[src/sv/lssc_pkg.sv]
`timescale 1ns / 1ps
// Shared types, codes and register defaults for the line search sweep controller.
// No dependencies; used by every module of the block.
package lssc_pkg;

   // Request kinds carried in req_tuser
   localparam logic [1:0] REQ_TICK  = 2'd0;
   localparam logic [1:0] REQ_START = 2'd1;
   localparam logic [1:0] REQ_STOP  = 2'd2;

   // Sweep direction
   localparam logic [1:0] DIR_NONE  = 2'd0;
   localparam logic [1:0] DIR_LEFT  = 2'd1;
   localparam logic [1:0] DIR_RIGHT = 2'd2;

   // Motor commands
   localparam logic [1:0] MC_NONE  = 2'd0;
   localparam logic [1:0] MC_STOP  = 2'd1;
   localparam logic [1:0] MC_RIGHT = 2'd2;
   localparam logic [1:0] MC_LEFT  = 2'd3;

   // Sound commands
   localparam logic [1:0] SND_NONE  = 2'd0;
   localparam logic [1:0] SND_FOUND = 2'd1;
   localparam logic [1:0] SND_FAIL  = 2'd2;
   localparam logic [1:0] SND_START = 2'd3;

   // Outcome codes
   localparam logic [2:0] OUT_NONE      = 3'd0;
   localparam logic [2:0] OUT_FOUND     = 3'd1;
   localparam logic [2:0] OUT_EXHAUSTED = 3'd2;
   localparam logic [2:0] OUT_CANCELLED = 3'd3;
   localparam logic [2:0] OUT_STOPPED   = 3'd4;

   // Register indexes on the csr port
   localparam logic [2:0] CSR_ROTATE_SPEED    = 3'd0;
   localparam logic [2:0] CSR_CATCH_WINDOW    = 3'd1;
   localparam logic [2:0] CSR_MAX_PHASES      = 3'd2;
   localparam logic [2:0] CSR_PHASE_STEP      = 3'd3;
   localparam logic [2:0] CSR_FOLLOW_IF_FOUND = 3'd4;
   localparam logic [2:0] CSR_BLINK_PERIOD    = 3'd5;

   localparam int CSR_INDEX_W = 3;
   localparam int CSR_DATA_W  = 14;

   // Register reset values
   localparam logic [7:0]  RST_ROTATE_SPEED    = 8'd80;
   localparam logic [3:0]  RST_CATCH_WINDOW    = 4'd4;
   localparam logic [3:0]  RST_MAX_PHASES      = 4'd8;
   localparam logic [13:0] RST_PHASE_STEP      = 14'd100;
   localparam logic        RST_FOLLOW_IF_FOUND = 1'b1;
   localparam logic [7:0]  RST_BLINK_PERIOD    = 8'd25;

   localparam logic [3:0] SIGHT_MAX = 4'd15;

   localparam int REQ_TDATA_W = 8;
   localparam int RSP_TDATA_W = 24;

   typedef struct packed {
      logic [7:0]  rotate_speed;
      logic [3:0]  catch_window;
      logic [3:0]  max_phases;
      logic [13:0] phase_step;
      logic        follow_if_found;
      logic [7:0]  blink_period;
   } cfg_type;

   typedef struct packed {
      logic [1:0] req_type;
      logic       follow_active;
      logic       line_lost;
      logic       deviation_positive;
   } item_type;

   typedef struct packed {
      logic [1:0] motor_cmd;
      logic [7:0] motor_speed;
      logic       led_on;
      logic [1:0] sound_cmd;
      logic       enable_follow;
      logic       active;
      logic [2:0] outcome;
   } rsp_type;

   typedef struct packed {
      logic        enabled;
      logic [1:0]  direction;
      logic [14:0] tick_count;
      logic [14:0] sweep_end;
      logic [3:0]  sweep_number;
      logic [3:0]  sighting_count;
      logic [7:0]  blink_count;
      logic        led_level;
   } state_type;

endpackage

[src/sv/line_search_sweep_controller_unit.sv]
`timescale 1ns / 1ps
// A request accepted into the input register moves to the result register and is offered
// on rsp_tvalid from there. Throughput: one request per cycle while rsp_tready is high;
// the step logic between the two registers sets this figure.
// A response held by rsp_tready low keeps the next request in the input register (not stepped).
// Reset (synchronous, active high): search idle, LED off, registers at their defaults.
// Top level of the line search sweep controller; uses lssc_pkg, lssc_csr and lssc_core.
module line_search_sweep_controller_unit (
   input  logic                                clock,
   input  logic                                reset,
   // request stream
   input  logic                                req_tvalid,
   output logic                                req_tready,
   input  logic [lssc_pkg::REQ_TDATA_W-1:0]    req_tdata,  // follow_active, line_lost,
                                                           // deviation_positive, zero pad
   input  logic [1:0]                          req_tuser,  // req_type
   // response stream
   output logic                                rsp_tvalid,
   input  logic                                rsp_tready,
   output logic [lssc_pkg::RSP_TDATA_W-1:0]    rsp_tdata,  // motor_cmd[1:0], motor_speed[9:2],
                                                           // led_on[10], sound_cmd[12:11],
                                                           // enable_follow[13], active[14],
                                                           // outcome[17:15], zero pad
   // configuration writes
   input  logic                                csr_valid,
   output logic                                csr_ready,
   input  logic [lssc_pkg::CSR_INDEX_W-1:0]    csr_index,
   input  logic [lssc_pkg::CSR_DATA_W-1:0]     csr_data
);

   lssc_pkg::cfg_type  cfg;
   lssc_pkg::item_type item_ff, item_in;
   lssc_pkg::rsp_type  rsp_ff, step_rsp;
   logic               in_valid_ff, in_valid_in;
   logic               out_valid_ff, out_valid_in;
   logic               advance;

   assign csr_ready = 1'b1;

   lssc_csr u_csr (
      .clock    (clock),
      .reset    (reset),
      .wr_en    (csr_valid & csr_ready),
      .wr_index (csr_index),
      .wr_data  (csr_data),
      .cfg      (cfg)
   );

   // Input stage moves to the result register when that one is free or drains
   assign advance    = in_valid_ff & (~out_valid_ff | rsp_tready);
   assign req_tready = ~in_valid_ff | advance;

   always_comb begin
      item_in.req_type           = req_tuser;
      item_in.follow_active      = req_tdata[0];
      item_in.line_lost          = req_tdata[1];
      item_in.deviation_positive = req_tdata[2];
      in_valid_in  = (req_tvalid & req_tready) | (in_valid_ff & ~advance);
      out_valid_in = advance | (out_valid_ff & ~rsp_tready);
   end

   lssc_core u_core (
      .clock   (clock),
      .reset   (reset),
      .step_en (advance),
      .item    (item_ff),
      .cfg     (cfg),
      .rsp     (step_rsp)
   );

   // Handshake state
   always_ff @(posedge clock) begin
      if (reset) begin
         in_valid_ff  <= 1'b0;
         out_valid_ff <= 1'b0;
      end else begin
         in_valid_ff  <= in_valid_in;
         out_valid_ff <= out_valid_in;
      end
   end

   // Payload registers
   always_ff @(posedge clock) begin
      if (req_tvalid & req_tready) begin
         item_ff <= item_in;
      end
      if (advance) begin
         rsp_ff <= step_rsp;
      end
   end

   assign rsp_tvalid = out_valid_ff;
   assign rsp_tdata  = {6'd0, rsp_ff.outcome, rsp_ff.active, rsp_ff.enable_follow,
                        rsp_ff.sound_cmd, rsp_ff.led_on, rsp_ff.motor_speed,
                        rsp_ff.motor_cmd};

endmodule

[src/sv/lssc_csr.sv]
`timescale 1ns / 1ps
// Configuration register file of the line search sweep controller.
// Depends on lssc_pkg.
module lssc_csr (
   input  logic                             clock,
   input  logic                             reset,
   input  logic                             wr_en,
   input  logic [lssc_pkg::CSR_INDEX_W-1:0] wr_index,
   input  logic [lssc_pkg::CSR_DATA_W-1:0]  wr_data,
   output lssc_pkg::cfg_type                cfg
);

   lssc_pkg::cfg_type cfg_ff, cfg_in;

   // Decode one register write per transfer; unknown indexes are dropped
   always_comb begin
      cfg_in = cfg_ff;
      if (wr_en) begin
         case (wr_index)
            lssc_pkg::CSR_ROTATE_SPEED:    cfg_in.rotate_speed    = wr_data[7:0];
            lssc_pkg::CSR_CATCH_WINDOW:    cfg_in.catch_window    = wr_data[3:0];
            lssc_pkg::CSR_MAX_PHASES:      cfg_in.max_phases      = wr_data[3:0];
            lssc_pkg::CSR_PHASE_STEP:      cfg_in.phase_step      = wr_data[13:0];
            lssc_pkg::CSR_FOLLOW_IF_FOUND: cfg_in.follow_if_found = wr_data[0];
            lssc_pkg::CSR_BLINK_PERIOD:    cfg_in.blink_period    = wr_data[7:0];
            default: ;
         endcase
      end
   end

   always_ff @(posedge clock) begin
      if (reset) begin
         cfg_ff.rotate_speed    <= lssc_pkg::RST_ROTATE_SPEED;
         cfg_ff.catch_window    <= lssc_pkg::RST_CATCH_WINDOW;
         cfg_ff.max_phases      <= lssc_pkg::RST_MAX_PHASES;
         cfg_ff.phase_step      <= lssc_pkg::RST_PHASE_STEP;
         cfg_ff.follow_if_found <= lssc_pkg::RST_FOLLOW_IF_FOUND;
         cfg_ff.blink_period    <= lssc_pkg::RST_BLINK_PERIOD;
      end else begin
         cfg_ff <= cfg_in;
      end
   end

   assign cfg = cfg_ff;

endmodule

[src/sv/lssc_core.sv]
`timescale 1ns / 1ps
// Search state and single-pass step logic of the line search sweep controller.
// Depends on lssc_pkg.
module lssc_core (
   input  logic               clock,
   input  logic               reset,
   input  logic               step_en,
   input  lssc_pkg::item_type item,
   input  lssc_pkg::cfg_type  cfg,
   output lssc_pkg::rsp_type  rsp
);

   lssc_pkg::state_type state_ff, state_in;

   // One step of the search for the item in the input register
   always_comb begin
      state_in          = state_ff;
      rsp.motor_cmd     = lssc_pkg::MC_NONE;
      rsp.motor_speed   = '0;
      rsp.sound_cmd     = lssc_pkg::SND_NONE;
      rsp.enable_follow = 1'b0;
      rsp.outcome       = lssc_pkg::OUT_NONE;

      case (item.req_type)
         lssc_pkg::REQ_START: begin
            if (!state_ff.enabled) begin
               rsp.sound_cmd      = lssc_pkg::SND_START;
               rsp.motor_cmd      = lssc_pkg::MC_STOP;
               state_in.direction = lssc_pkg::DIR_NONE;
               state_in.enabled   = 1'b1;
            end
         end
         lssc_pkg::REQ_STOP: begin
            state_in.led_level = 1'b0;
            if (state_ff.enabled) begin
               rsp.sound_cmd      = lssc_pkg::SND_FAIL;
               rsp.motor_cmd      = lssc_pkg::MC_STOP;
               rsp.outcome        = lssc_pkg::OUT_STOPPED;
               state_in.direction = lssc_pkg::DIR_NONE;
               state_in.enabled   = 1'b0;
            end
         end
         lssc_pkg::REQ_TICK: begin
            if (state_ff.enabled) begin
               if (item.follow_active) begin
                  // following took over: cancel quietly
                  state_in.led_level = 1'b0;
                  state_in.direction = lssc_pkg::DIR_NONE;
                  state_in.enabled   = 1'b0;
                  rsp.outcome        = lssc_pkg::OUT_CANCELLED;
               end else if (state_ff.direction == lssc_pkg::DIR_NONE) begin
                  // first tick only sets up the first sweep
                  state_in.tick_count     = '0;
                  state_in.sweep_number   = '0;
                  state_in.sweep_end      = {1'b0, cfg.phase_step};
                  state_in.sighting_count = '0;
                  state_in.blink_count    = '0;
                  state_in.direction      = item.deviation_positive ?
                                            lssc_pkg::DIR_LEFT : lssc_pkg::DIR_RIGHT;
               end else begin
                  if (item.line_lost) begin
                     state_in.sighting_count = '0;
                     state_in.tick_count     = state_ff.tick_count + 15'd1;
                     if (state_in.tick_count >= state_ff.sweep_end) begin
                        rsp.motor_cmd         = lssc_pkg::MC_STOP;
                        state_in.sweep_number = state_ff.sweep_number + 4'd1;
                        if (state_in.sweep_number >= cfg.max_phases) begin
                           rsp.sound_cmd      = lssc_pkg::SND_FAIL;
                           rsp.outcome        = lssc_pkg::OUT_EXHAUSTED;
                           state_in.led_level = 1'b1;
                           state_in.direction = lssc_pkg::DIR_NONE;
                           state_in.enabled   = 1'b0;
                        end else begin
                           // reverse; later sweeps are twice as long
                           state_in.direction  = (state_ff.direction == lssc_pkg::DIR_LEFT) ?
                                                 lssc_pkg::DIR_RIGHT : lssc_pkg::DIR_LEFT;
                           state_in.tick_count = '0;
                           state_in.sweep_end  = {cfg.phase_step, 1'b0};
                        end
                     end else begin
                        rsp.motor_cmd   = (state_ff.direction == lssc_pkg::DIR_LEFT) ?
                                          lssc_pkg::MC_LEFT : lssc_pkg::MC_RIGHT;
                        rsp.motor_speed = cfg.rotate_speed;
                     end
                  end else begin
                     if (state_ff.sighting_count < lssc_pkg::SIGHT_MAX) begin
                        state_in.sighting_count = state_ff.sighting_count + 4'd1;
                     end
                     if (state_in.sighting_count >= cfg.catch_window) begin
                        rsp.motor_cmd      = lssc_pkg::MC_STOP;
                        rsp.sound_cmd      = lssc_pkg::SND_FOUND;
                        rsp.outcome        = lssc_pkg::OUT_FOUND;
                        rsp.enable_follow  = cfg.follow_if_found;
                        state_in.led_level = 1'b0;
                        state_in.direction = lssc_pkg::DIR_NONE;
                        state_in.enabled   = 1'b0;
                     end
                  end
                  // LED blink runs on every counted tick, the ending one too
                  state_in.blink_count = state_ff.blink_count + 8'd1;
                  if (state_in.blink_count >= cfg.blink_period) begin
                     state_in.led_level   = ~state_in.led_level;
                     state_in.blink_count = '0;
                  end
               end
            end
         end
         default: ;
      endcase

      rsp.led_on = state_in.led_level;
      rsp.active = state_in.enabled;
   end

   // Search state advances once per item moved to the result register
   always_ff @(posedge clock) begin
      if (reset) begin
         state_ff <= '0;
      end else if (step_en) begin
         state_ff <= state_in;
      end
   end

`ifndef SYNTH
   // An idle search never holds a sweep direction
   a_idle_no_dir: assert property (@(posedge clock) disable iff (reset)
      !state_ff.enabled |-> state_ff.direction == lssc_pkg::DIR_NONE)
      else $error("direction held while search disabled");

   // Any reported outcome ends the search
   a_outcome_ends: assert property (@(posedge clock) disable iff (reset)
      step_en && rsp.outcome != lssc_pkg::OUT_NONE |-> !rsp.active)
      else $error("outcome reported with search still active");

   // The active flag reported matches the state committed
   a_active_commit: assert property (@(posedge clock) disable iff (reset)
      step_en |=> state_ff.enabled == $past(rsp.active))
      else $error("active flag disagrees with committed state");

   // Rotation only happens with a sweep direction set
   a_rotate_dir: assert property (@(posedge clock) disable iff (reset)
      step_en && (rsp.motor_cmd == lssc_pkg::MC_LEFT || rsp.motor_cmd == lssc_pkg::MC_RIGHT)
      |-> state_ff.direction != lssc_pkg::DIR_NONE)
      else $error("rotate command without sweep direction");
`endif

endmodule
[config.mk]
export PLATFORM = sky130hd
export DESIGN_NAME = line_search_sweep_controller_unit
export DESIGN_NICKNAME = d
export VERILOG_FILES = /design/src/sv/lssc_pkg.sv /design/src/sv/line_search_sweep_controller_unit.sv /design/src/sv/lssc_csr.sv /design/src/sv/lssc_core.sv
export SDC_FILE = /design/constraint.sdc
export NUM_CORES = 1
export LEC_CHECK = 0
export BUFFER_PORTS_ARGS = -buffer_cell sky130_fd_sc_hd__buf_2
export CORE_UTILIZATION = 35
export DETAILED_ROUTE_END_ITERATION = 12
export PLACE_DENSITY_LB_ADDON = 0.15
export SYNTH_ARGS = -nofsm -noshare
export SYNTH_HDL_FRONTEND = slang
export SYNTH_HIERARCHICAL = 1
export SYNTH_SLANG_ARGS = --single-unit
[constraint.sdc]
create_clock -name clock -period 3.8 [get_ports clock]
set_input_delay 0.38 -clock clock [delete_from_list [all_inputs] [get_ports clock]]
set_output_delay 0.38 -clock clock [all_outputs]
set_load 0.005 [all_outputs]
# == Yosys cells after proc, flatten, opt, wreduce, memory -nomap -nowiden ==
# Cells that the tools add are included.
# op_classes
div_mod_pow,0
mul,0
n_bitwise,18
mux,77
order_cmp,5
n_shift,0
eq_ne,15
n_addsub,4
n_reduce_logical,18
# op_table
operator,count
$mux 37,4
$mux 50,1
$mux 48,1
$mux 46,1
$mux 3,15
$mux 9,4
$mux 34,1
$mux 10,3
$mux 30,1
$mux 2,14
$mux 4,7
$mux 1,18
$mux 8,2
$add 15x1->15 const B,1
$ge 15x15->1,1
$reduce_and 7->1,2
$pmux 2 s3,2
$reduce_and 2->1,6
$reduce_or 6->1,2
$ne 5x3->1 const B,2
$ne 5x5->1 const B,2
$not 1->1,10
$pmux 3 s3,1
$add 4x1->4 const B,2
22 further kinds,34
# totals
in_bits,32
ram_bits,0
register_bits,114
latch_bits,0
wordCells,164
mem_bits_ro,0
n_memories,0

# == Depth between registers and ports, before layout ==
# Gate-level depths: netlist of run 1.
# logic_depth
depth_word,23
depth_mapped,15
mapped_depth_nobuf,13

# == Hierarchy ==
# Netlist of run 1, hierarchy kept.
# modules_own_cells
mod,area_per_inst_um2,n_inst,cells_per_inst,seq_area_each_um2
lssc_core,3573.4,1,434,1001.0
lssc_csr,1636.6,1,156,780.7
line_search_sweep_controller_unit,854.6,1,42,730.7

# == Worst setup path after synthesis of run 1 ==
# OpenSTA, ideal clock, no wires.
# synth_path
kind,reg-to-reg
from,reg u_core/state_ff[37] (netlist name)
to,reg rsp_ff (netlist bit rsp_tdata[10]) (data pin)
arrival_time_ns,2.893
required_time_ns,3.549
setup_ns,0.251
stages_incl_launch_ff,15
setup_slack_ns,0.656
cell_sequence,dfxtp_1 nand3_1 or3_1 nor2_1 nand3_1 xnor2_1 ha_1 and4_1 a221oi_1 o21a_2 buf_6 mux2i_1 o31ai_1 nand2_1 buf_4
# synth_lines
item,line_no,rtl
"start, declared",lssc_core.sv:13,"lssc_pkg::state_type state_ff, state_in;"
"start signal, assigned",lssc_core.sv:120,state_ff <= state_in;
"end signal, assigned",line_search_sweep_controller_unit.sv:88,rsp_ff <= step_rsp;
"end, declared",line_search_sweep_controller_unit.sv:33,"lssc_pkg::rsp_type rsp_ff, step_rsp;"

# == Worst setup path after layout of run 1 ==
# layout_path
from,reg u_core/state_ff[37] (netlist name)
to,reg u_core/state_ff[21] (netlist name)
# layout_via
elab_chain_cells,4
# layout_rtl
item,line_no,rtl
$add 15x1->15,lssc_core.sv:63,state_in.tick_count = state_ff.tick_count + 15'd1;
$ge 15x15->1,lssc_core.sv:64,if (state_in.tick_count >= state_ff.sweep_end) begin
$ne 5x5->1 (no line),n/a,
$reduce_and 7->1 (no line),n/a,
# No other way between the ends.
# A chain may end at the register's enable or synchronous reset.

==> flow_results.org, run 1 <==
** Run status
- Run status :: complete, no violations

** STA
- Tcrit/Tclk final :: 92.39%
- Fin Clk Skew :: roughly 0.0058 ns
- Maximum operating frequency :: 284.8 MHz
- The final-report max-slew violation count came to 0.
- Unrepaired setup endpoints after global routing :: no
- In this run the tightest slew margin relative to its limit is 34.58%.
- Setup violations remaining at the end of the flow were counted as 0.
- For the pin with the worst max-slew slack, the measured transition is approximately 1 ns.
- Final critical delay including setup and external delays :: around 3.5 ns
- Hold Violations, Final :: 0
- In the final timing run, aggregate negative setup slack is 0 ns.

** Clocking
- Clk_lat worst skew :: between 0.4 and 0.5 ns
- The number of clock buffers added by TritonCTS is 17.
- CTS tree :: yes
- # clock sinks :: 114
- Maximum buffer depth of the clock tree :: 2
- Clock root buffer :: clkbuf_16
- Clock-pin slew was measured on the worst setup and hold paths at 0.06 ns.
- In this run the number of H-tree levels came out at 4.

** Global routing
- The first global-routing pass estimated around 22000 microns of wire.
- The initial antenna violation count came to 0.
- Overall overflow remaining after global route :: 0
- Largest net degree at the start of global routing :: 88
- Across every metal layer, demand over resource in global routing totals 16.16%.
- The via count of the first global-routing pass was between 4000 and 5000.

** Worst setup path
- Counting both buffers and inverters, the worst setup path holds a total of 1.
- Worst-path cell with the longest stage delay :: dfxtp_1
- The worst setup path is captured at a flip-flop.
- Data arrives at the worst endpoint at 3.81 ns.
- Launch point of the worst path :: u_core/state_ff[37]
- Worst setup SP type :: flip-flop
- Top Family by Delay on Critical Path :: simple AND/OR/NAND/NOR gates
- Worst setup slack for register-to-register paths :: approximately 0.29 ns
- Timing endpoint of the critical path :: u_core/state_ff[21]
- The startpoint identified for the worst register-to-register timing path is u_core/state_ff[37].
- In this run the worst path has a maximum fanout of 28.
- Worst path max stage delay :: between 0.3 and 0.4 ns
- Endpoint of the worst-slack reg-to-reg timing path :: u_core/state_ff[21]
- Critical path start-end classification :: reg -> reg
- Counting stages on the worst path, the most repeated cell is nand3_1.
- Cell Chain, Critical Path :: nand3_1 -> or3_1 -> nor2_1 -> nand3_1 -> xnor2_1 -> ha_1 -> and4_1 -> nand2_1 -> o21a_2 -> a221o_1 -> buf_12 -> a221oi_1 -> a211oi_1
- Critical path required time :: about 4 ns
- Depth of the worst register-to-register path :: 13
- WP depth :: 13

** Floorplan
- Die span in x :: approximately 130 microns
- From bottom edge to top edge, the die measures ~130 microns.
- The total area inside the core boundary comes to between 0.015 and 0.02 sq mm.
- Total Die Area :: roughly 0.018 sq mm
- Row count :: between 40 and 50
- between 50 and 60 I/O pins were placed.
- For this configuration, the core starts out at a cell density of between 30% and 40%.

** Layout
- Fraction of final layout cells with drive strength greater than 1 :: between 15 and 20%
- Leading cell type in the layout, fill and taps excluded :: dfxtp_1
- Counting the fill cells in the layout gives between 1500 and 2000.
- Area growth from synthesis to final layout :: 17.17%
- Commonest cells after routing, fill and taps aside :: dfxtp_1, nor2_1, nand2b_1, buf_2, mux2i_1
- Fin util :: a little over two fifths
- In the final design database the tool counted between 700 and 800 nets.
- The number of antenna diodes in the final layout is 0.

** Yosys
- Synth warn :: 6
- Yosys mapped a number of flops with a built-in enable equal to 23.
- The share of the Yosys chip area taken by registers is roughly 41%.
- Counting flops and latches in the post-synthesis netlist gives approximately 110.
- Averaged over all synthesized cells, the footprint is 9.596 sq um.
- Among all flip-flop cells after synthesis, the most frequent one is dfxtp_1.
- In the synthesized netlist the async set-or-reset flop fraction comes to 0%.
- Cell Area, Synth :: about 0.006 sq mm
- Count of distinct cell types in the synthesized netlist :: between 60 and 70
- Number of standard cells after synthesis :: 632

** Placed design
- Number of buffers added on ports :: 46
- The congestion estimate from routability-driven global placement came to 0.7798.
- Half-perimeter wire length of the detailed placement result :: 9682 microns

** Detailed routing
- Total wirelength of the detailed-routed design :: roughly 14000 microns
- Vias per cell :: roughly 5.1
- Total via count after detailed routing :: around 4600
- Starting DRT DRC Count :: 270
- Detailed-route DRC error count :: 0
- Remaining antenna violation count after routing :: 0
- Before antenna repair, the detailed router went through 4 iterations.
- Drt wl/cell :: between 15 and 20 microns

** Power
- VDD sags by at most roughly 0.31 mV.
- Standby leakage power :: approximately 2.9 nW
- Dividing total power by cell area gives a power density of approximately 440 mW/mm^2.

** Worst hold path
- Worst min-delay path category :: in -> reg

** Run
- The tool flagged a number of max-cap violations equal to 0.
-- cell type report --
type,instances,area (sq um),share of cell area [%]
Tap cell,220,275.3,3.874
Timing Repair Buffer,57,327.8,4.613
Clock inverter,14,176.4,2.483
Inverter,41,153.9,2.166
Multi-Input combinational cell,443,3209,45.17
Clock buffer,18,450.4,6.339
Sequential cell,114,2512,35.36
-- what timing repair did --
action                                  CTS  global route
endpoints found under the hold margin     0             0
buffers inserted                          0             4
hold buffers                              0             0
endpoints found under the setup margin    0            20
gates resized for setup                   0             2
-- worst reg2reg max path, delay by kind of cell (launching register included) --
family,cells,cell delay [ns]
and+or+nand+nor,6,1.28
DFF,1,0.39
adders and majority gates,1,0.34
AOI/OAI and AO/OA,4,1.01
buffers and inverters,1,0.18
xor gates and xnor gates,1,0.17
-- registers in the layout (all words and copies together) (netlist names) --
signal	cells
rsp_tdata	18
in_valid_ff	1
rsp_tvalid	1
u_core/state_ff	50
u_csr/cfg	39
item_ff	5
-- where the power goes --
part	internal, mW	total (mW)	switching [mW]	leakage (nW)
clock	1.07	1.68	0.603	0.292
combinational	0.0565	0.137	0.0810	1.68
sequential	1.26	1.28	0.0175	0.956
total	2.39	3.09	0.701	2.92
-- metrics by stage --
step	std cells	setup slack (ns)	cell area (sq um)	hold slack, ns	total power [mW]
finish	907	0.2891	7106	0.1412	3.091
global placement	870	0.3369	6424	0.4615	1.431
CTS	902	0.1960	7051	0.1226	3.126
floorplan	637	0.6556	6083	0.4424	1.389
detailed placement	870	0.2407	6424	0.4623	1.434
global route	907	0.01132	7106	0.1279	3.198
-- per-layer routing --
layer / up-vias / track usage [%] / routed length (microns)
met3: 18 / 4.376 / 548
met4: 0 / 5.871 / 188
li1: 2314 / - / -
met1: 2197 / 19.36 / 6388
met5: - / 0 / 0
met2: 83 / 27.60 / 6784
-- cells by family (layout without fill, tap and decap cells) --
logic type | count (synthesis) | count (layout) | synth area share [%]
other | 2 | 7 | 0.1238
and+or+nand+nor | 217 | 217 | 19.48
DFF | 114 | 114 | 41.43
xor gates and xnor gates | 22 | 22 | 3.177
buffers and inverters | 81 | 130 | 6.375
muxes | 44 | 44 | 7.303
adders and majority gates | 35 | 35 | 7.221
AOI/OAI and AO/OA | 117 | 118 | 14.90
-- worst min-delay path by stage --
stage	startpoint	cells past startpoint	slack [ns]	endpoint
after floorplan	reset	1	0.44	in_valid_ff
after global placement	u_csr/cfg[36]	2	0.46	u_csr/cfg[36]
after detailed placement	u_csr/cfg[33]	2	0.46	u_csr/cfg[33]
after CTS	req_tdata[1]	1	0.12	item_ff[1]
after global routing	req_tdata[1]	1	0.13	item_ff[1]
final	req_tdata[1]	1	0.14	item_ff[1]
-- synth_stat cells, types with 3 or more instances --
cell | count | share of area, %
o21ai_0 | 11 | 0.91
a221oi_1 | 9 | 1.3
nand2_1 | 23 | 1.4
a211oi_1 | 11 | 1.4
a221oi_2 | 5 | 1.2
edfxtp_1 | 23 | 11
nand3_1 | 15 | 1.2
buf_6 | 4 | 0.74
dfxtp_1 | 91 | 30
nor2b_1 | 7 | 0.72
mux2i_1 | 42 | 6.9
a21oi_1 | 22 | 1.8
ha_1 | 35 | 7.2
a211oi_2 | 6 | 1.2
inv_1 | 41 | 2.5
and3_1 | 9 | 0.93
nor2_1 | 69 | 4.3
clkbuf_1 | 18 | 1.1
nor3_1 | 10 | 0.83
buf_2 | 6 | 0.50
nand3b_1 | 3 | 0.37
nand2b_1 | 46 | 4.7
o31ai_1 | 5 | 0.62
and2_1 | 9 | 0.93
buf_4 | 12 | 1.5
a22oi_1 | 22 | 2.7
xnor2_1 | 13 | 1.9
xor2_1 | 9 | 1.3
a21o_1 | 5 | 0.62
(Power assumes the default switching activity.)
==> run 2: changes to the inputs <==
--- a/config.mk
+++ b/config.mk
@@ -8,6 +8,7 @@
 export BUFFER_PORTS_ARGS = -buffer_cell sky130_fd_sc_hd__buf_2
 export CORE_UTILIZATION = 35
 export DETAILED_ROUTE_END_ITERATION = 12
+export MAX_ROUTING_LAYER = met4
 export PLACE_DENSITY_LB_ADDON = 0.15
 export SYNTH_ARGS = -nofsm -noshare
 export SYNTH_HDL_FRONTEND = slang
==> run 2 against run 1 <==
Clock skew barely moved. Core utilization fell by 0.067 points. Worst setup slack improved by 0.018 ns.
==> flow_results.org, run 2 (synthesized netlist as in run 1, its figures left out) <==
** Detailed routing
- Starting DRT DRC Count :: 260
- Total via count after detailed routing :: between 4000 and 5000
- Drt wl/cell :: between 15 and 20 microns
- Dividing the detail-routed via count by the number of cells gives between 5 and 6.
- Remaining antenna violation count after routing :: 0
- The final layout contains routed wiring with a total length of around 14000 microns.
- Number of search-and-repair iterations in the first detailed-routing pass :: 5
- For this run, design rule violations remaining after detail routing come to 0.

** Global routing
- Largest net degree at the start of global routing :: around 90
- Global routing used between 10% and 20% of the available tracks.
- The via count of the first global-routing pass is 4535.
- The first global-routing pass estimated ~22000 microns of wire.
- Overall overflow remaining after global route :: 0
- Initial antenna violation count :: 0

** STA
- Clock skew on the completed layout was measured at ~0.0058 ns.
- Adding up every negative setup slack in the final design gives 0 ns.
- Max_slew headroom :: between 30% and 40%
- Setup violations remaining at the end of the flow were counted as 0.
- Hold Worst Slack :: approximately 0.15 ns
- The final hold violation count is 0.
- Once routing completed, OpenROAD measured the worst setup slack at approximately 0.31 ns.
- Final number of max-transition violations :: 0
- Tcrit/Tclk final :: about nine tenths
- Final critical delay including setup and external delays :: around 3.5 ns
- Based on the critical path, the design can be clocked at up to approximately 290 MHz.
- Worst-margin pin slew :: between 0.9 and 1 ns

** Floorplan
- Starting Density :: between 30% and 40%
- Height of the die :: 133.6 microns
- Row generation in the floorplan step produced 47 rows.
- Die span in x :: about 130 microns
- Number of ports placed on the die boundary :: 59
- The total area inside the core boundary comes to approximately 0.017 sq mm.
- Total Die Area :: approximately 0.018 sq mm

** Worst hold path
- Launch instance of the worst min-delay path :: req_tdata[1]
- Cell depth of the worst hold path :: 1
- The path with the worst hold slack has its endpoint at item_ff[1].
- The tightest min-delay check is of the in -> reg type.

** Clocking
- Counting every sink on the clock net gives ~110.
- TritonCTS built the clock tree.
- Hold Buf Count CTS :: 0
- The tree is rooted in a clkbuf_16.
- Clk_lat worst skew :: between 0.4 and 0.5 ns
- Counting the buffers created by CTS gives 17.
- In this run the deepest clock path goes through 2 buffers.
- Level count of the clock H-tree :: 4
- Clock transition at the registers of the reported paths :: roughly 0.060 ns

** Layout
- Count of inserted antenna diode cells :: 0
- Fill cells :: roughly 1600
- Sequential cell area :: around 0.0025 sq mm
- Commonest cells after routing, fill and taps aside :: dfxtp_1, nor2_1, nand2b_1, buf_2, mux2i_1
- Fraction of final layout cells with drive strength greater than 1 :: 17.03%
- Area of the multi-input gates :: roughly 0.0032 sq mm
- Leaving out fill and tap cells, the most frequent cell in the layout is dfxtp_1.
- For this run, the post-layout net count is around 740.
- The register with the most flip-flops in the layout has 50 of them.
- Fin util :: between 40% and 50%
- Compared with the post-synthesis result, the final layout area differs by 16.98%.
- Most flops, register :: u_core/state_ff

** Worst setup path
- The number of cells on the worst reg-to-reg path is 13.
- CP Data Arrival Time :: about 3.8 ns
- The endpoint identified for the worst register-to-register timing path is u_core/state_ff[21].
- At the worst endpoint, the required time is between 4 and 5 ns.
- Of all nets on the critical path, the largest fanout is 28.
- The worst register-to-register path has a setup slack of 0.31 ns.
- The worst setup path is of the reg -> reg kind.
- In this run the worst setup path begins at u_core/state_ff[37].
- Start of the worst register-to-register path :: u_core/state_ff[37]
- Among all stages on the critical path, the largest delay is contributed by dfxtp_1.
- Most frequent cell on the critical path :: nand3_1
- Traced cell by cell, the critical path runs through nand3_1 -> or3_1 -> nor2_1 -> nand3_1 -> xnor2_1 -> ha_1 -> and4_1 -> a221oi_2 -> o21a_2 -> a221o_1 -> buf_12 -> a221oi_1 -> a211oi_1.
- On the worst path, the slowest cell contributes a delay of between 0.3 and 0.4 ns.
- Sort of element at the end of the critical path :: flip-flop
- Worst setup SP type :: flip-flop

** Placed design
- Placer congestion estimate :: slightly below 0.8
- Post-placement setup slack :: 0.2407 ns
- Summed over all nets, the half-perimeter wirelength after detailed placement is a little under 10000 microns.
- Input and output buffers added on the ports amount to 46.

** Power
- VDD sags by at most slightly above 0.3 mV.
- Overall power of the completed layout :: roughly 3.1 mW
- Power density over the cells :: around 440 mW/mm^2
- The analysis attributes to cell leakage a power of approximately 2.9 nW.

** Run
- Max-capacitance violation count :: 0

** Run status
- Run status :: complete, no violations
run 2: cell counts in the layout (fill, tap and decap cells not counted):
No cell type changed its count.
run 2: worst max-delay path by stage:
stage	to	slack [ns]	cells past startpoint
finish	u_core/state_ff[21]	0.31	13
global placement	rsp_tdata[3]	0.34	12
detailed placement	rsp_tdata[6]	0.24	12
floorplan	rsp_tdata[10]	0.66	14
global route	u_core/state_ff[21]	-0.003	13
CTS	rsp_tdata[6]	0.20	12
run 2: stage by stage:
step | instance area [sq um] | instances
final | 7094 | 907
after global routing | 7094 | 907
after global placement | 6424 | 870
after detailed placement | 6424 | 870
after floorplan | 6083 | 637
after CTS | 7051 | 902
run 2: critical path, delay by kind of cell (launching register included):
kind	cells	cell delay (ns)
fa+ha+maj	1	0.29
flops	1	0.39
compound gates	5	1.19
xor+xnor	1	0.23
buf+inv	1	0.20
simple gates	5	1.06
run 2: what timing repair did:
item                                   in CTS  in global routing
endpoints found under the hold margin       0                  0
resized for setup                           0                  1
buffers inserted                            0                  4
setup endpoints to repair                   0                 20
run 2: layer usage:
metal | vias to the layer above | part of all wire, % | global-route usage [%]
met4 | 0 | 1.1 | 5.871
met2 | 94 | 49 | 27.58
li1 | 2319 | - | -
met3 | 11 | 3.9 | 4.376
met1 | 2230 | 46 | 19.36
met5 | - | 0 | -
run 2: final cells by class:
class                   instances  share of cell area, %
inverters                      41                  2.169
multi-input cells             443                  45.08
clock buffers                  18                  6.349
flip-flops and latches        114                  35.41
repair buffers                 57                  4.621
clock inverters                14                  2.487
well taps                     220                  3.880
run 2: power by group:
| group | internal [mW] | total, mW | switching (mW) |
|---|---|---|---|
| Sequential | 1.26 | 1.28 | 0.0174 |
| Combinational | 0.0565 | 0.137 | 0.0810 |
| Clock | 1.08 | 1.67 | 0.598 |
| Total | 2.39 | 3.09 | 0.697 |
==> run 3: changes to the inputs <==
--- a/config.mk
+++ b/config.mk
@@ -5,9 +5,10 @@
 export SDC_FILE = /design/constraint.sdc
 export NUM_CORES = 1
 export LEC_CHECK = 0
-export BUFFER_PORTS_ARGS = -buffer_cell sky130_fd_sc_hd__buf_2
+export BUFFER_PORTS_ARGS = -buffer_cell sky130_fd_sc_hd__clkbuf_2
 export CORE_UTILIZATION = 35
 export DETAILED_ROUTE_END_ITERATION = 12
+export GPL_ROUTABILITY_DRIVEN = 0
 export MAX_ROUTING_LAYER = met4
 export PLACE_DENSITY_LB_ADDON = 0.15
 export SYNTH_ARGS = -nofsm -noshare
==> run 3 against run 2 <==
Clock skew about the same. Cell count is 0.11% lower. Sequential share of layout area increased by 0.14 points. Critical path type unchanged. Highest routed layer unchanged.
==> flow_results.org, run 3 (synthesized netlist as in run 1, its figures left out) <==
** Layout
- Most flops, register :: u_core/state_ff
- Count of inserted antenna diode cells :: 0
- The register with the most flip-flops in the layout has 50 of them.
- Summing all multi-input logic gate instances after layout gives between 0.003 and 0.004 sq mm.
- After filler insertion, the fill cell instance count of the layout stands at 1654.
- The finished cells cover just over 0.007 sq mm.
- Commonest cells after routing, fill and taps aside :: dfxtp_1, nor2_1, nand2b_1, clkbuf_2, mux2i_1
- Cells with a size suffix above 1 make up between 15 and 20% of the layout.
- Layout Nets :: 740
- Area growth from synthesis to final layout :: 16.51%
- The library cell used most frequently in the layout, excluding fill and tap cells, is dfxtp_1.
- Registers take 0.002512 sq mm.
- For this run, the share of the core covered by cells in the final layout is 42.16%.

** Clocking
- CTS tree :: yes
- After clock tree synthesis, the clock-pin slew on the worst setup and hold paths is 0.05 ns.
- CTS saw roughly 110 sinks.
- Number of buffers added by the clock tree synthesis step :: 17
- Maximum buffer depth of the clock tree :: 2
- Level count of the clock H-tree :: 4
- The tree is rooted in a clkbuf_16.
- Clk_lat worst skew :: 0.42 ns

** Worst hold path
- Cell depth of the worst hold path :: 1
- In this run the most critical hold path is launched from req_tdata[1].
- The path class of the tightest hold or removal check is in -> reg.
- Worst min-delay path endpoint :: item_ff[1]

** STA
- In the final timing run, aggregate negative setup slack is 0 ns.
- Maximum operating frequency :: about 280 MHz
- Worst-margin pin slew :: 0.9816 ns
- The final hold violation count came to 0.
- The final-report max-slew violation count is 0.
- Max_slew headroom :: between 30% and 40%
- The clock arrives with around 0.0062 ns of skew.
- Setup violation total in the final timing report :: 0
- Tcrit/Tclk final :: between 90% and 100%
- Final critical delay including setup and external delays :: 3.515 ns
- Unrepaired setup endpoints after global routing :: no

** Detailed routing
- The final layout contains routed wiring with a total length of around 14000 microns.
- Dividing the detail-routed wire length by the instance count gives ~15 microns.
- Once detail routing completed, the nets flagged for antenna violations numbered 0.
- Starting DRT DRC Count :: around 230
- For this block, the via count after detailed routing is about 4600.
- After detailed routing, the number of vias per cell comes to 5.131.
- Before antenna repair, the detailed router went through 5 iterations.
- For this run, design rule violations remaining after detail routing come to 0.

** Floorplan
- The floorplan has 47 rows.
- Starting Density :: a little over a third
- For this design the top-level I/O count stands at 59.
- In this run the standard cell core region covers about 0.017 sq mm.
- Die span in x :: around 130 microns
- The floorplan step defined a die boundary enclosing 0.01786 sq mm.
- The die is around 130 microns tall.

** Worst setup path
- STA classifies the critical path endpoint as a flip-flop.
- Launch point of the worst path :: u_core/state_ff[38]
- The startpoint identified for the worst register-to-register timing path is u_core/state_ff[38].
- In this run the critical register-to-register path is captured at rsp_tdata[10].
- Maximum fanout encountered on the critical timing path :: 6
- Worst setup SP type :: flip-flop
- Worst path max stage delay :: 0.42 ns
- The critical path is of the reg -> reg type.
- Data on the critical path is required at its endpoint by about 4 ns.
- In this run the register-to-register setup slack is around 0.29 ns.
- Most frequent cell on the critical path :: nand3_1
- Among all stages on the critical path, the largest delay is contributed by a221oi_2.
- STA puts the critical path data arrival time at 3.66 ns.
- Cell Chain, Critical Path :: nand3_1 -> or3_1 -> nor2_1 -> nand3_1 -> xnor2_1 -> ha_1 -> and4_1 -> a221oi_2 -> o21a_2 -> mux2i_1 -> o31ai_1 -> nand2_1
- Depth of the worst register-to-register path :: 12

** Global routing
- Entering global routing, the biggest net connects 61 pins.
- The via count of the first global-routing pass came to between 4000 and 5000.
- Overall overflow remaining after global route :: 0
- The first global-routing pass estimated approximately 22000 microns of wire.
- Initial antenna violation count :: 0
- In the global route stage, overall resource usage came out at 16.56%.

** Run
- Max-cap violations in this run came to 0.

** Placed design
- The count of buffers added on input and output ports is 46.
- The wire-length estimate of the detail-placed layout is roughly 9700 microns.
- Once placement finished, the instance area stood at ~0.0064 sq mm.

** Power
- Power density over the cells :: approximately 430 mW/mm^2
- Across the VDD grid, the largest voltage drop is around 0.31 mV.
- Summed over all cells, the static leakage comes to between 2 and 3 nW.

** Run status
- Run status :: complete, no violations
==> run 3: cell types whose count changed in the layout (fill, tap and decap cells not counted), sizes merged <==
cell      before  now
inv           44   42
clkinvlp       4    1
buf           57   11
clkinv         4    3
clkbuf        18   71
bufinv         3    1
==> run 3: layout make-up <==
| type | count | area share, % |
|---|---|---|
| timing repair buffer | 56 | 4.533 |
| inverter | 41 | 2.178 |
| clock buffer | 26 | 7.685 |
| tap | 220 | 3.896 |
| multi-input combinational | 443 | 45.26 |
| clock inverter | 6 | 0.8854 |
| sequential | 114 | 35.56 |
==> run 3: stage by stage <==
step / hold WS [ns] / instances / power, mW / worst slack (ns)
2_1_floorplan: 0.4424 / 637 / 1.389 / 0.6556
3_3_place_gp: 0.4622 / 871 / 1.433 / 0.3355
3_5_place_dp: 0.4679 / 871 / 1.436 / 0.2738
4_1_cts: 0.1250 / 903 / 3.056 / 0.2481
5_1_grt: 0.1251 / 906 / 3.134 / 0.0005413
6_report: 0.1428 / 906 / 3.018 / 0.2852
==> run 3: critical path: cells and delay by family (launching register included) <==
family | cells | cell delay (ns)
AO/OA/AOI/OAI | 3 | 1.08
multiplexers | 1 | 0.10
XOR/XNOR | 1 | 0.22
adder cells (fa/ha/maj) | 1 | 0.29
flip-flops | 1 | 0.40
AND/OR/NAND/NOR | 6 | 1.17
==> run 3: worst max-delay path by stage <==
stage | to | slack (ns) | cells past startpoint
6_report | rsp_tdata[10] | 0.29 | 12
4_1_cts | rsp_tdata[2] | 0.25 | 12
3_3_place_gp | rsp_tdata[8] | 0.34 | 12
3_5_place_dp | rsp_tdata[2] | 0.27 | 12
2_1_floorplan | rsp_tdata[10] | 0.66 | 14
5_1_grt | u_core/state_ff[22] | 0.0005 | 13
==> run 3: power breakdown <==
part	total, mW	switching [mW]	internal, mW
registers	1.28	0.0175	1.26
clock network	1.61	0.555	1.05
logic	0.136	0.0803	0.0556
==> run 3: metal layers <==
layer	GRT usage [%]	vias to the layer above	share of wire (%)
met1	19.59	2248	47
met2	27.34	77	48
met4	5.114	0	1.2
li1	-	2312	-
met3	4.414	12	3.6
met5	-	-	0
==> run 3: repair_timing <==
action	in CTS	in global routing
buffers inserted	0	2
setup endpoints to repair	0	16
hold buffers	0	0
resized for setup	0	1
